===== src/hdl/ldt_pkg.sv =====
// ----------------------------------------------------------------------------
// ldt_pkg
// Shared types and codes for the load command byte tracker.
// ----------------------------------------------------------------------------
package ldt_pkg;

	localparam int SLOT_W = 3;
	localparam int ERR_W  = 3;

	typedef enum logic [ERR_W-1:0] {
		ERR_NONE    = 3'd0,
		ERR_RANGE   = 3'd1,
		ERR_FREE    = 3'd2,
		ERR_OVERRUN = 3'd3,
		ERR_ZERO    = 3'd4
	} err_t;

	typedef struct packed {
		logic              found;
		logic [SLOT_W-1:0] slot;
	} pick_t;

endpackage


===== src/hdl/ldt_req_if.sv =====
// ----------------------------------------------------------------------------
// ldt_req_if
// Per-cycle event transaction into the tracker.
// ----------------------------------------------------------------------------
interface ldt_req_if #(
	parameter int TAG_BITS  = 8,
	parameter int BYTE_BITS = 16
);
	logic                 valid;
	logic                 ready;
	logic                 alloc_valid;
	logic [BYTE_BITS-1:0] alloc_byte_count;
	logic [TAG_BITS-1:0]  alloc_tag;
	logic                 return_valid;
	logic [2:0]           return_slot;
	logic [BYTE_BITS-1:0] return_byte_count;
	logic                 complete_ready;

	modport source (
		output valid, alloc_valid, alloc_byte_count, alloc_tag,
		       return_valid, return_slot, return_byte_count, complete_ready,
		input  ready
	);

	modport sink (
		input  valid, alloc_valid, alloc_byte_count, alloc_tag,
		       return_valid, return_slot, return_byte_count, complete_ready,
		output ready
	);
endinterface


===== src/hdl/ldt_rsp_if.sv =====
// ----------------------------------------------------------------------------
// ldt_rsp_if
// Per-cycle status transaction out of the tracker.
// ----------------------------------------------------------------------------
interface ldt_rsp_if #(
	parameter int TAG_BITS = 8
);
	logic                valid;
	logic                ready;
	logic                alloc_ready;
	logic [2:0]          alloc_slot;
	logic                complete_valid;
	logic [2:0]          complete_slot;
	logic [TAG_BITS-1:0] complete_tag;
	logic                busy_flag;
	logic [2:0]          error_code;

	modport source (
		output valid, alloc_ready, alloc_slot, complete_valid, complete_slot,
		       complete_tag, busy_flag, error_code,
		input  ready
	);

	modport sink (
		input  valid, alloc_ready, alloc_slot, complete_valid, complete_slot,
		       complete_tag, busy_flag, error_code,
		output ready
	);
endinterface


===== src/hdl/ldt_pick.sv =====
// ----------------------------------------------------------------------------
// ldt_pick
// Lowest-index pick over a request vector: one-hot grant and slot number.
// ----------------------------------------------------------------------------
module ldt_pick import ldt_pkg::*; #(
	parameter int N = 5
) (
	input  logic [N-1:0] req,
	output logic [N-1:0] grant,
	output pick_t        pick
);

	assign grant = req & (~req + N'(1));

	always_comb begin
		pick.found = |req;
		pick.slot  = '0;
		for (int i = 0; i < N; i++) begin
			if (grant[i]) begin
				pick.slot = pick.slot | SLOT_W'(i);
			end
		end
	end

endmodule


===== src/hdl/load_command_byte_tracker_top.sv =====
// ----------------------------------------------------------------------------
// load_command_byte_tracker_top
// Outstanding load command scoreboard with per-slot byte countdown.
//
// Each req transaction carries one cycle's events (allocation offer, memory
// return, completion handshake) and yields exactly one rsp transaction that
// reports the table as it stood before those events: lowest free slot, lowest
// valid slot with no bytes left and its tag, busy, and an error code. The
// events then update the table. The rsp transaction passes an input register
// on req acceptance, then a result register; one transaction is taken every
// cycle as long as rsp is drained, the table update and the rsp register load
// sharing the same edge. Slot numbers are reported in three bits.
// ----------------------------------------------------------------------------
module load_command_byte_tracker_top import ldt_pkg::*; #(
	parameter int ENTRY_COUNT = 5,
	parameter int TAG_BITS    = 8,
	parameter int BYTE_BITS   = 16
) (
	input  logic       clk,
	input  logic       arst_n,
	ldt_req_if.sink    req,
	ldt_rsp_if.source  rsp
);

	logic                 valid_s1;
	logic                 alloc_valid_s1;
	logic [BYTE_BITS-1:0] alloc_byte_count_s1;
	logic [TAG_BITS-1:0]  alloc_tag_s1;
	logic                 return_valid_s1;
	logic [2:0]           return_slot_s1;
	logic [BYTE_BITS-1:0] return_byte_count_s1;
	logic                 complete_ready_s1;

	logic                 out_valid_q;
	logic                 alloc_ready_q;
	logic [SLOT_W-1:0]    alloc_slot_q;
	logic                 complete_valid_q;
	logic [SLOT_W-1:0]    complete_slot_q;
	logic [TAG_BITS-1:0]  complete_tag_q;
	logic                 busy_flag_q;
	err_t                 error_code_q;

	logic [ENTRY_COUNT-1:0] slot_valid_q;
	logic [TAG_BITS-1:0]    slot_tag_q  [ENTRY_COUNT];
	logic [BYTE_BITS-1:0]   slot_left_q [ENTRY_COUNT];

	logic                   advance;
	logic [ENTRY_COUNT-1:0] done_req;
	logic [ENTRY_COUNT-1:0] free_grant;
	logic [ENTRY_COUNT-1:0] done_grant;
	logic [ENTRY_COUNT-1:0] hit;
	pick_t                  free_pick;
	pick_t                  done_pick;
	logic [TAG_BITS-1:0]    done_tag;
	logic [BYTE_BITS-1:0]   old_left;
	logic                   old_valid;
	logic                   ret_ok;
	logic                   alloc_take;
	err_t                   err;

	assign advance   = valid_s1 && (!out_valid_q || rsp.ready);
	assign req.ready = !valid_s1 || advance;

	always_comb begin
		for (int i = 0; i < ENTRY_COUNT; i++) begin
			done_req[i] = slot_valid_q[i] && (slot_left_q[i] == '0);
		end
	end

	ldt_pick #(.N(ENTRY_COUNT)) u_free_pick (
		.req   (~slot_valid_q),
		.grant (free_grant),
		.pick  (free_pick)
	);

	ldt_pick #(.N(ENTRY_COUNT)) u_done_pick (
		.req   (done_req),
		.grant (done_grant),
		.pick  (done_pick)
	);

	always_comb begin
		done_tag  = '0;
		old_left  = '0;
		old_valid = 1'b0;
		for (int i = 0; i < ENTRY_COUNT; i++) begin
			hit[i] = return_valid_s1 && (int'(return_slot_s1) == i);
			if (done_grant[i]) begin
				done_tag = done_tag | slot_tag_q[i];
			end
			if (hit[i]) begin
				old_left  = old_left | slot_left_q[i];
				old_valid = old_valid | slot_valid_q[i];
			end
		end
	end

	always_comb begin
		err        = ERR_NONE;
		ret_ok     = 1'b0;
		alloc_take = alloc_valid_s1 && free_pick.found && (alloc_byte_count_s1 != '0);
		if (return_valid_s1) begin
			if (hit == '0) begin
				err = ERR_RANGE;
			end else if (!old_valid) begin
				err = ERR_FREE;
			end else if (return_byte_count_s1 > old_left) begin
				err = ERR_OVERRUN;
			end else begin
				ret_ok = 1'b1;
			end
		end
		if (err == ERR_NONE && alloc_valid_s1 && free_pick.found &&
			alloc_byte_count_s1 == '0) begin
			err = ERR_ZERO;
		end
	end

	always_ff @(posedge clk or negedge arst_n) begin
		if (!arst_n) begin
			valid_s1     <= 1'b0;
			out_valid_q  <= 1'b0;
			slot_valid_q <= '0;
		end else begin
			if (req.ready) begin
				valid_s1 <= req.valid;
			end
			if (advance) begin
				out_valid_q <= 1'b1;
			end else if (rsp.ready) begin
				out_valid_q <= 1'b0;
			end
			if (advance) begin
				for (int i = 0; i < ENTRY_COUNT; i++) begin
					if (done_grant[i] && complete_ready_s1) begin
						slot_valid_q[i] <= 1'b0;
					end
					if (alloc_take && free_grant[i]) begin
						slot_valid_q[i] <= 1'b1;
					end
				end
			end
		end
	end

	always_ff @(posedge clk) begin
		if (req.valid && req.ready) begin
			alloc_valid_s1       <= req.alloc_valid;
			alloc_byte_count_s1  <= req.alloc_byte_count;
			alloc_tag_s1         <= req.alloc_tag;
			return_valid_s1      <= req.return_valid;
			return_slot_s1       <= req.return_slot;
			return_byte_count_s1 <= req.return_byte_count;
			complete_ready_s1    <= req.complete_ready;
		end
		if (advance) begin
			alloc_ready_q    <= free_pick.found;
			alloc_slot_q     <= free_pick.slot;
			complete_valid_q <= done_pick.found;
			complete_slot_q  <= done_pick.slot;
			complete_tag_q   <= done_tag;
			busy_flag_q      <= |slot_valid_q;
			error_code_q     <= err;
			for (int i = 0; i < ENTRY_COUNT; i++) begin
				if (done_grant[i] && complete_ready_s1) begin
					slot_tag_q[i]  <= '0;
					slot_left_q[i] <= '0;
				end
				if (ret_ok && hit[i]) begin
					slot_left_q[i] <= old_left - return_byte_count_s1;
				end
				if (alloc_take && free_grant[i]) begin
					slot_tag_q[i]  <= alloc_tag_s1;
					slot_left_q[i] <= alloc_byte_count_s1;
				end
			end
		end
	end

	assign rsp.valid          = out_valid_q;
	assign rsp.alloc_ready    = alloc_ready_q;
	assign rsp.alloc_slot     = alloc_slot_q;
	assign rsp.complete_valid = complete_valid_q;
	assign rsp.complete_slot  = complete_slot_q;
	assign rsp.complete_tag   = complete_tag_q;
	assign rsp.busy_flag      = busy_flag_q;
	assign rsp.error_code     = error_code_q;

`ifndef ASSERT_OFF
	a_done_needs_busy: assert property (@(posedge clk) disable iff (!arst_n)
		out_valid_q && complete_valid_q |-> busy_flag_q)
		else $error("completion offered with empty table");

	a_full_means_busy: assert property (@(posedge clk) disable iff (!arst_n)
		out_valid_q && !alloc_ready_q |-> busy_flag_q)
		else $error("no free slot reported with empty table");

	a_zero_needs_room: assert property (@(posedge clk) disable iff (!arst_n)
		out_valid_q && error_code_q == ERR_ZERO |-> alloc_ready_q)
		else $error("zero-byte flag without a free slot");

	a_complete_frees: assert property (@(posedge clk) disable iff (!arst_n)
		advance && complete_ready_s1 && done_pick.found |=>
		(slot_valid_q & $past(done_grant)) == '0)
		else $error("completed slot still valid");
`endif

endmodule


===== src/flat_wrapper.sv =====
// flat-port wrapper written by rule: the top's interface ports become plain ports
module load_command_byte_tracker_top_flat import ldt_pkg::*;
#(
	parameter int ENTRY_COUNT = 5,
	parameter int TAG_BITS    = 8,
	parameter int BYTE_BITS   = 16
)
  (clk, arst_n, req_valid, req_alloc_valid, req_alloc_byte_count, req_alloc_tag, req_return_valid, req_return_slot, req_return_byte_count, req_complete_ready, req_ready, rsp_valid, rsp_alloc_ready, rsp_alloc_slot, rsp_complete_valid, rsp_complete_slot, rsp_complete_tag, rsp_busy_flag, rsp_error_code, rsp_ready);
  ldt_req_if #(.TAG_BITS(TAG_BITS), .BYTE_BITS(BYTE_BITS)) req_i ();
  ldt_rsp_if #(.TAG_BITS(TAG_BITS)) rsp_i ();
  input  logic clk;
  input  logic arst_n;
  input wire logic [$bits(req_i.valid)-1:0] req_valid;
  input wire logic [$bits(req_i.alloc_valid)-1:0] req_alloc_valid;
  input wire logic [$bits(req_i.alloc_byte_count)-1:0] req_alloc_byte_count;
  input wire logic [$bits(req_i.alloc_tag)-1:0] req_alloc_tag;
  input wire logic [$bits(req_i.return_valid)-1:0] req_return_valid;
  input wire logic [$bits(req_i.return_slot)-1:0] req_return_slot;
  input wire logic [$bits(req_i.return_byte_count)-1:0] req_return_byte_count;
  input wire logic [$bits(req_i.complete_ready)-1:0] req_complete_ready;
  output wire logic [$bits(req_i.ready)-1:0] req_ready;
  output wire logic [$bits(rsp_i.valid)-1:0] rsp_valid;
  output wire logic [$bits(rsp_i.alloc_ready)-1:0] rsp_alloc_ready;
  output wire logic [$bits(rsp_i.alloc_slot)-1:0] rsp_alloc_slot;
  output wire logic [$bits(rsp_i.complete_valid)-1:0] rsp_complete_valid;
  output wire logic [$bits(rsp_i.complete_slot)-1:0] rsp_complete_slot;
  output wire logic [$bits(rsp_i.complete_tag)-1:0] rsp_complete_tag;
  output wire logic [$bits(rsp_i.busy_flag)-1:0] rsp_busy_flag;
  output wire logic [$bits(rsp_i.error_code)-1:0] rsp_error_code;
  input wire logic [$bits(rsp_i.ready)-1:0] rsp_ready;
  assign req_i.valid = req_valid;
  assign req_i.alloc_valid = req_alloc_valid;
  assign req_i.alloc_byte_count = req_alloc_byte_count;
  assign req_i.alloc_tag = req_alloc_tag;
  assign req_i.return_valid = req_return_valid;
  assign req_i.return_slot = req_return_slot;
  assign req_i.return_byte_count = req_return_byte_count;
  assign req_i.complete_ready = req_complete_ready;
  assign req_ready = req_i.ready;
  assign rsp_valid = rsp_i.valid;
  assign rsp_alloc_ready = rsp_i.alloc_ready;
  assign rsp_alloc_slot = rsp_i.alloc_slot;
  assign rsp_complete_valid = rsp_i.complete_valid;
  assign rsp_complete_slot = rsp_i.complete_slot;
  assign rsp_complete_tag = rsp_i.complete_tag;
  assign rsp_busy_flag = rsp_i.busy_flag;
  assign rsp_error_code = rsp_i.error_code;
  assign rsp_i.ready = rsp_ready;
  load_command_byte_tracker_top #(.ENTRY_COUNT(ENTRY_COUNT), .TAG_BITS(TAG_BITS), .BYTE_BITS(BYTE_BITS)) u_core (.clk(clk), .arst_n(arst_n), .req(req_i), .rsp(rsp_i));
endmodule

===== config.mk =====
export PLATFORM = sky130hd
export DESIGN_NAME = load_command_byte_tracker_top_flat
export DESIGN_NICKNAME = d
export VERILOG_FILES = /design/src/hdl/ldt_pkg.sv /design/src/hdl/ldt_req_if.sv /design/src/hdl/ldt_rsp_if.sv /design/src/hdl/ldt_pick.sv /design/src/hdl/load_command_byte_tracker_top.sv /design/src/flat_wrapper.sv
export SDC_FILE = /design/constraint.sdc
export NUM_CORES = 1
export LEC_CHECK = 0
export BUFFER_PORTS_ARGS = -buffer_cell sky130_fd_sc_hd__buf_2
export CORE_MARGIN = 2
export CORE_UTILIZATION = 45
export CTS_BUF_LIST = sky130_fd_sc_hd__clkbuf_8 sky130_fd_sc_hd__clkbuf_16
export CTS_CLUSTER_DIAMETER = 200
export DETAILED_ROUTE_END_ITERATION = 7
export PLACE_DENSITY = 0.65
export SYNTH_ARGS = -nofsm -noshare
export SYNTH_HDL_FRONTEND = slang
export SYNTH_SLANG_ARGS = --single-unit

===== constraint.sdc =====
create_clock -name clk -period 6.9 [get_ports clk]
set_input_delay 0.69 -clock clk [delete_from_list [all_inputs] [get_ports clk]]
set_output_delay 0.69 -clock clk [all_outputs]
set_load 0.1 [all_outputs]

==> flow_metrics.py, run 1 <==
metrics = {
    "sta": {
        "drv_slew": 0,
        "tightest_slew_ns": 1.28,
        "slew_headroom_pct": 14.2,
        "fin_tns_setup_ns": 0,
        "rsz0062_at_grt": "no",
        "layout_worst_path_cycle_share_pct": 74.1,
        "timing.fmax_ghz": 0.196,
        "setup_viol_count_final": 0,
        "finalHoldViolCount": 0,
        "fin_skew_ns": 0.0158,
        "period_needed_ns": 5.11,
        "fin_hold_ws_ns": 0.0643,
    },
    "clock_tree": {
        "cts_hold_buf": 0,
        "cts_tree": "built",
        "cts_sinks": 193,
        "clockBufferDepth": 2,
        "cts-resized-gates": 0,
        "clock_latency_ns": 0.44,
        "path_clk_slew_ns": 0.07,
        "cts_setup_buffers": 0,
        "htreeDepth": 4,
        "numCtsBuffers": 17,
        "root_buffer": "clkbuf_16",
    },
    "synth": {
        "synth_nets": 816,
        "synth_top_family_by_area": "compound AO/OA/AOI/OAI gates",
        "async_reset_ff_share_pct": 3.63,
        "synth_top_area_cell": "edfxtp_1",
        "syn_inst": 749,
        "yosys.area_share.simple_pct": 14.4,
        "ys_seq_area_share_pct": 60.4,
        "syn_area_per_cell_um2": 12.7,
        "synthMuxAreaShare_pct": 2.02,
        "yosysTopAreaCellShare_pct": 58.6,
        "synth_compound_area_share_pct": 16.5,
        "yosysUniqueCellTypes": 74,
        "synthAdderAreaFrac_pct": 2.31,
        "synth_xor_area_share_pct": 0.919,
        "yosys-top-cells-area": "edfxtp_1 59%, a22o_1 6.6%, and2_1 3.5%, ha_1 2.1%, a21oi_1 2.0%",
        "ys_ff_latch": 193,
        "synth_area_mm2": 0.00953,
        "synth-edff-count": 186,
        "yosysWarnings": 0,
        "synth_ff_type": "edfxtp_1",
    },
    "finish": {
        "syn_to_final_growth_pct": 12.2,
        "drive_above_1_share_pct": 18.1,
        "nets": 875,
        "antennaDiodeCount": 0,
        "post-route-util_pct": 51.2,
        "layoutNonFillerInstCount": 1096,
    },
    "pwr": {
        "peakVddDrop_v": 0.000148,
        "leakage_nw": 3.97,
        "powerDensity_mw_per_mm2": 272,
    },
    "critical_path": {
        "crit_type": "reg2reg",
        "cp_top_family": "simple AND/OR/NAND/NOR gates",
        "r2r_end": "u_core.slot_left_q[4][15]$_SDFFCE_PN0P_",
        "max_stage_delay_ns": 0.98,
        "critPathMostFrequentCell": "o21ai_0",
        "crit_fanout": 18,
        "endpoint_kind": "flop",
        "crit_path_start_kind": "flop",
        "cp_slowest_cell": "nor3b_2",
        "crit-reg2reg-launch": "u_core.return_valid_s1$_DFFE_PP_",
        "worst_ep_arrival_time_ns": 5.18,
        "reg2regPathDepth": 11,
        "path_cells": "nand2b_1 > nor3b_2 > a22oi_1 > o21ai_0 > ha_1 > a21oi_2 > o21ai_0 > a211oi_2 > a221oi_2 > and3_1 > a211o_1",
        "crit_required_ns": 6.97,
        "cp_num_buf_inv": 0,
        "r2r_setup_slack_ns": 1.79,
    },
    "placed_design": {
        "dp_hpwl_um": 18100,
        "io_buffers": 71,
        "place_congestion": 0.951,
        "dp_cells": 1064,
    },
    "global_routing": {
        "grt_pass1_vias": 6382,
        "overflow": 0,
        "grt_usage_pct": 22.9,
        "grt_pass1_wl_um": 37400,
        "grt_max_degree": 47,
        "antenna_found_initial": 0,
    },
    "floorplan": {
        "pin_count": 72,
        "die_area_mm2": 0.0224,
        "die_x_um": 150,
        "fp.coreArea_mm2": 0.0209,
        "start_util_pct": 45.6,
        "row_count": 53,
        "die-height_um": 150,
    },
    "routing": {
        "viasPerCell": 6.20,
        "drt_iter0_markers": 874,
        "ant_nets": 0,
        "dr.pass1.iters": 5,
        "via_count": 6793,
        "wirelength_um": 25100,
        "post_drt_wl_per_cell_um": 22.9,
        "drc": 0,
    },
    "job": {
        "max-cap-violations": 0,
    },
    "outcome": {
        "status": "completed",
    },
    "min_path": {
        "hp-class": "in2async",
    },
}
## sequential cells by signal, summed over array words and instances, names as in the netlist, 5 cells and up
register	flops
u_core.rsp.complete_tag	8
u_core.slot_tag_q	40
u_core.alloc_tag_s1	8
u_core.return_byte_count_s1	16
u_core.alloc_byte_count_s1	16
u_core.slot_left_q	80
u_core.slot_valid_q	5
## Yosys cell counts, drive strengths merged, types with 3 or more instances
master / number
a2111o: 8
a211oi: 3
a21o: 8
a21oi: 39
a22o: 72
a22oi: 15
a311oi: 3
and2: 54
and3: 10
buf: 24
clkbuf: 17
dfrtp: 7
edfxtp: 186
ha: 16
inv: 27
mux2i: 17
nand2: 34
nand2b: 14
nand3: 18
nand4: 8
nor2: 43
nor2b: 4
nor3: 6
nor4: 22
nor4b: 4
o211ai: 4
o21a: 3
o21ai: 36
or2: 4
xnor2: 7
xor2: 3
## layout by cell type, fill, tap and decap left out, types with 10 or more instances in the layout
cell type / netlist / routed
ha_1: 16 / 16
a21oi_1: 38 / 38
clkbuf_16: 0 / 17
nor4_1: 18 / 18
o21ai_0: 35 / 34
a22o_1: 72 / 72
buf_4: 10 / 10
nor2_1: 38 / 38
nand3_1: 17 / 17
inv_1: 27 / 27
a22oi_1: 15 / 15
nand2b_1: 13 / 13
edfxtp_1: 186 / 186
buf_2: 11 / 71
nand2_1: 34 / 34
mux2i_1: 17 / 17
and2_1: 54 / 53
## layer usage
metal	up-vias	wire (µm)	GRT usage, %
li1	3028	-	-
met1	3289	10700	32.3
met2	424	11300	34.8
met3	52	2380	5.18
met4	0	686	8.48
met5	-	0	0
## power breakdown
group          switching [mW]  leakage, nW  internal (mW)
combinational           0.326         1.85          0.124
sequential             0.0729         1.83           1.37
clock                   0.468        0.289          0.546
## stage by stage
| stage | cell area (µm²) | worst slack, ns | power [mW] |
|---|---|---|---|
| 2_1_floorplan | 9530 | 3.07 | 1.76 |
| 3_3_place_gp | 10100 | 2.21 | 1.90 |
| 3_5_place_dp | 10100 | 1.98 | 1.91 |
| 4_1_cts | 10700 | 1.92 | 2.90 |
| 5_1_grt | 10700 | 1.46 | 2.99 |
| 6_report | 10700 | 1.79 | 2.90 |
## layout make-up
class	count	area (µm²)
repair buffers	81	430
clock inverters	15	178
flip-flops and latches	193	5760
well taps	275	344
multi-input cells	488	3460
inverters	27	101
clock buffers	17	425
fillers	1786	10200
## worst register-to-register path: cells and delay by family, from the launching register on
kind	cells	cell delay, ns
AO/OA/AOI/OAI	7	1.92
AND/OR/NAND/NOR	3	1.94
flip-flops	1	0.55
adder cells (fa/ha/maj)	1	0.32
## worst max-delay path by stage
stage / start / end / slack, ns / depth (start not counted)
6_report: u_core.return_valid_s1$_DFFE_PP_ / u_core.slot_left_q[4][15]$_SDFFCE_PN0P_ / 1.79 / 11
5_1_grt: u_core.return_valid_s1$_DFFE_PP_ / u_core.slot_left_q[4][15]$_SDFFCE_PN0P_ / 1.46 / 11
4_1_cts: u_core.return_valid_s1$_DFFE_PP_ / u_core.slot_left_q[4][15]$_SDFFCE_PN0P_ / 1.92 / 11
3_5_place_dp: u_core.return_valid_s1$_DFFE_PP_ / u_core.slot_left_q[4][15]$_SDFFCE_PN0P_ / 1.98 / 11
3_3_place_gp: u_core.return_valid_s1$_DFFE_PP_ / u_core.slot_left_q[4][13]$_SDFFCE_PN0P_ / 2.21 / 11
2_1_floorplan: u_core.return_slot_s1[2]$_DFFE_PP_ / u_core.slot_left_q[0][0]$_DFFE_PP_ / 3.07 / 13
## kinds of logic after synthesis
family | after synthesis
AND/OR/NAND/NOR | 231
AO/OA/AOI/OAI | 211
flip-flops | 193
buffers and inverters | 68
multiplexers | 19
adder cells (fa/ha/maj) | 17
XOR/XNOR | 10
Power figures use the tool's default switching activity.
==> run 2, diff against run 1 <==
--- a/config.mk
+++ b/config.mk
@@ -5,13 +5,14 @@
 export SDC_FILE = /design/constraint.sdc
 export NUM_CORES = 1
 export LEC_CHECK = 0
+export ABC_AREA = 1
 export BUFFER_PORTS_ARGS = -buffer_cell sky130_fd_sc_hd__buf_2
 export CORE_MARGIN = 2
 export CORE_UTILIZATION = 45
 export CTS_BUF_LIST = sky130_fd_sc_hd__clkbuf_8 sky130_fd_sc_hd__clkbuf_16
 export CTS_CLUSTER_DIAMETER = 200
 export DETAILED_ROUTE_END_ITERATION = 7
-export PLACE_DENSITY = 0.65
+export PLACE_DENSITY = 0.67
 export SYNTH_ARGS = -nofsm -noshare
 export SYNTH_HDL_FRONTEND = slang
 export SYNTH_SLANG_ARGS = --single-unit
==> constraint.sdc (replaced) <==
create_clock -name clk -period 4.55 [get_ports clk]
set_input_delay 0.455 -clock clk [delete_from_list [all_inputs] [get_ports clk]]
set_output_delay 0.455 -clock clk [all_outputs]
set_load 0.1 [all_outputs]
==> run 2 against run 1 <==
Compared with the run above: non-clock buffer count decreased by 3; clock-buffer cell count unchanged; worst hold slack improved by 0.12 ns; combinational power increased by 98%; core utilization increased by 0.18 points; synthesized cell count increased by 39%; global-route usage increased by 0.39 points; sequential cell count unchanged; maximum frequency increased by 22%; setup slack got worse by 1.4 ns.
==> flow_metrics.py, run 2 <==
metrics = {
    "finish": {
        "drive_above_1_share_pct": 15.4,
        "reg_top3": "u_core.slot_left_q (80), u_core.slot_tag_q (40)",
        "layout_common_cells": "225 x nand2_1, 186 x edfxtp_1, 157 x inv_1",
        "antennaDiodeCount": 0,
        "largest-register": "u_core.slot_left_q",
        "largest_reg_flops": 80,
        "final_common_cell": "nand2_1",
        "nets": 1186,
        "final.fill_count": 2016,
        "syn_to_final_growth_pct": 11.8,
        "layoutNonFillerInstCount": 1412,
    },
    "synth": {
        "synth.most_common_cell": "nand2_1",
        "yosysUniqueCellTypes": 45,
        "async_reset_ff_share_pct": 3.63,
        "yosys.area_share.simple_pct": 22.9,
        "synth-edff-count": 186,
        "yosys-top-cells-count": "225 x nand2_1, 186 x edfxtp_1, 156 x inv_1",
        "ys_seq_area_share_pct": 57.2,
        "synth_ff_type": "edfxtp_1",
        "yosysWarnings": 0,
        "synth_xor_area_share_pct": 0.696,
        "yosys-top-cells-area": "edfxtp_1 55%, nand2_1 8.4%, inv_1 5.8%, nor2_1 4.9%, nand3_1 3.7%",
        "synth_compound_area_share_pct": 9.00,
        "synthMuxAreaShare_pct": 0,
        "yosysTopAreaCellShare_pct": 55.5,
        "syn_area_per_cell_um2": 9.65,
        "synth_top_area_cell": "edfxtp_1",
        "synth_top_family_by_area": "simple AND/OR/NAND/NOR gates",
        "synthAdderAreaFrac_pct": 2.19,
        "synth_nets": 1110,
        "ys_ff_latch": 193,
        "synth_area_mm2": 0.0101,
        "syn_inst": 1043,
    },
    "routing": {
        "wirelength_um": 27400,
        "ant_nets": 0,
        "viasPerCell": 5.56,
        "dr.pass1.iters": 5,
        "via_count": 7850,
        "post_drt_wl_per_cell_um": 19.4,
        "drt_iter0_markers": 650,
        "drc": 0,
    },
    "clock_tree": {
        "htreeDepth": 4,
        "root_buffer": "clkbuf_16",
        "cts_setup_buffers": 0,
        "clockBufferDepth": 2,
        "path_clk_slew_ns": 0.08,
        "clock_latency_ns": 0.44,
        "cts_sinks": 193,
        "numCtsBuffers": 17,
        "cts_tree": "built",
    },
    "pwr": {
        "leakage_nw": 4.92,
        "peakVddDrop_v": 0.000251,
        "powerDensity_mw_per_mm2": 405,
    },
    "sta": {
        "drv_slew": 0,
        "fin_skew_ns": 0.0142,
        "layout_worst_path_cycle_share_pct": 91.9,
        "period_needed_ns": 4.18,
        "tightest_slew_ns": 1.09,
        "fin_tns_setup_ns": 0,
        "setup_viol_count_final": 0,
        "slew_headroom_pct": 27.0,
        "timing.fmax_ghz": 0.239,
        "rsz0062_at_grt": "no",
        "finalHoldViolCount": 0,
    },
    "critical_path": {
        "reg2regPathDepth": 18,
        "critPathMostFrequentCell": "nand2_1",
        "path_cells": "inv_2 > nor2_4 > nand2_2 > clkinv_1 > nand2_1 > o211ai_1 > a221oi_1 > ha_1 > inv_1 > fa_1 > nand3_1 > nand3_1 > nand2_1 > nand2_2 > nand2_1 > nand2_4 > nand3_4 > nand2_1",
        "crit_start": "u_core.return_valid_s1$_DFFE_PP_",
        "max_stage_delay_ns": 0.49,
        "crit_path_start_kind": "flop",
        "cp_slowest_cell": "nand2_1",
        "crit_required_ns": 4.57,
        "crit_type": "reg2reg",
        "worst_ep_arrival_time_ns": 4.20,
        "crit_fanout": 16,
        "crit-reg2reg-launch": "u_core.return_valid_s1$_DFFE_PP_",
        "endpoint_kind": "flop",
    },
    "outcome": {
        "status": "completed",
    },
    "floorplan": {
        "start_util_pct": 46.0,
        "die-height_um": 154,
        "fp.coreArea_mm2": 0.0219,
        "die_area_mm2": 0.0236,
        "die_x_um": 154,
        "pin_count": 72,
        "row_count": 54,
    },
    "global_routing": {
        "grt_usage_pct": 23.3,
        "grt_pass1_wl_um": 41700,
        "grt_max_degree": 47,
        "antenna_found_initial": 0,
        "overflow": 0,
        "grt_pass1_vias": 7388,
    },
    "placed_design": {
        "dp_hpwl_um": 20200,
        "dp_cells": 1379,
        "place_congestion": 0.919,
        "io_buffers": 71,
    },
    "job": {
        "max-cap-violations": 0,
    },
    "min_path": {
        "min_from": "req_alloc_tag[0]",
        "hold_depth": 1,
        "hp-class": "in2reg",
    },
}
## run 2: worst paths after layout
kind	slack, ns	end
min in group asynchronous	0.40	u_core.slot_valid_q[0]$_DFFE_PN0P_
worst max register to register	0.37	u_core.slot_left_q[1][11]$_DFFE_PP_
worst max-delay path	0.37	u_core.slot_left_q[1][11]$_DFFE_PP_
worst min register to register	0.54	u_core.rsp.valid$_DFFE_PN0P_
max in group asynchronous	4.01	u_core.slot_valid_q[4]$_DFFE_PN0P_
worst min-delay path	0.18	u_core.alloc_tag_s1[0]$_DFFE_PP_
## run 2: final cells by class
cell class / count / area [µm²] / share of cell area [%]
multi-input cells: 657 / 3500 / 31.2
flip-flops and latches: 193 / 5760 / 51.2
clock buffers: 17 / 425 / 3.78
inverters: 172 / 646 / 5.74
well taps: 280 / 350 / 3.11
repair buffers: 78 / 410 / 3.65
clock inverters: 15 / 151 / 1.35
## run 2: metrics by stage
| step | setup slack [ns] | hold slack, ns | total power, mW | instance area, µm² | util (%) |
|---|---|---|---|---|---|
| after global placement | 0.594 | 0.294 | 3.08 | 10700 | 48.7 |
| after CTS | 0.420 | 0.175 | 4.56 | 11200 | 51.4 |
| final | 0.367 | 0.183 | 4.56 | 11200 | 51.4 |
| after detailed placement | 0.474 | 0.292 | 3.09 | 10700 | 48.7 |
| after global routing | 0.0774 | 0.173 | 4.71 | 11200 | 51.4 |
| after floorplan | 0.936 | 0.159 | 2.85 | 10100 | - |
## run 2: layer usage
layer,track usage [%],vias to the layer above,share of wire [%]
met5,0,-,0
met4,8.52,0,3.1
met3,4.57,63,7.7
met2,36.3,339,46
met1,32.7,3753,44
li1,-,3695,-
## run 2: logic make-up after synthesis
group	after synthesis
XOR/XNOR	8
adder cells (fa/ha/maj)	17
AND/OR/NAND/NOR	507
AO/OA/AOI/OAI	125
flip-flops	193
buffers and inverters	193
## run 2: worst max-delay path: cells and delay by family, from the launching register on
kind / cells / cell delay (ns)
AOI/OAI and AO/OA: 2 / 0.36
adders and majority gates: 2 / 0.64
buffers and inverters: 3 / 0.51
DFF: 1 / 0.48
and+or+nand+nor: 11 / 1.75
## run 2: report_power, final
group | leakage, nW | internal [mW] | switching (mW) | total [mW]
registers | 1.84 | 2.08 | 0.0905 | 2.17
logic | 2.79 | 0.203 | 0.689 | 0.893
clock network | 0.287 | 0.773 | 0.723 | 1.50
## run 2: what timing repair did
| item | in CTS | in global routing |
|---|---|---|
| resized for setup | 0 | 0 |
| hold endpoints to repair | 7 | 0 |
| hold buffers | 1 | 0 |
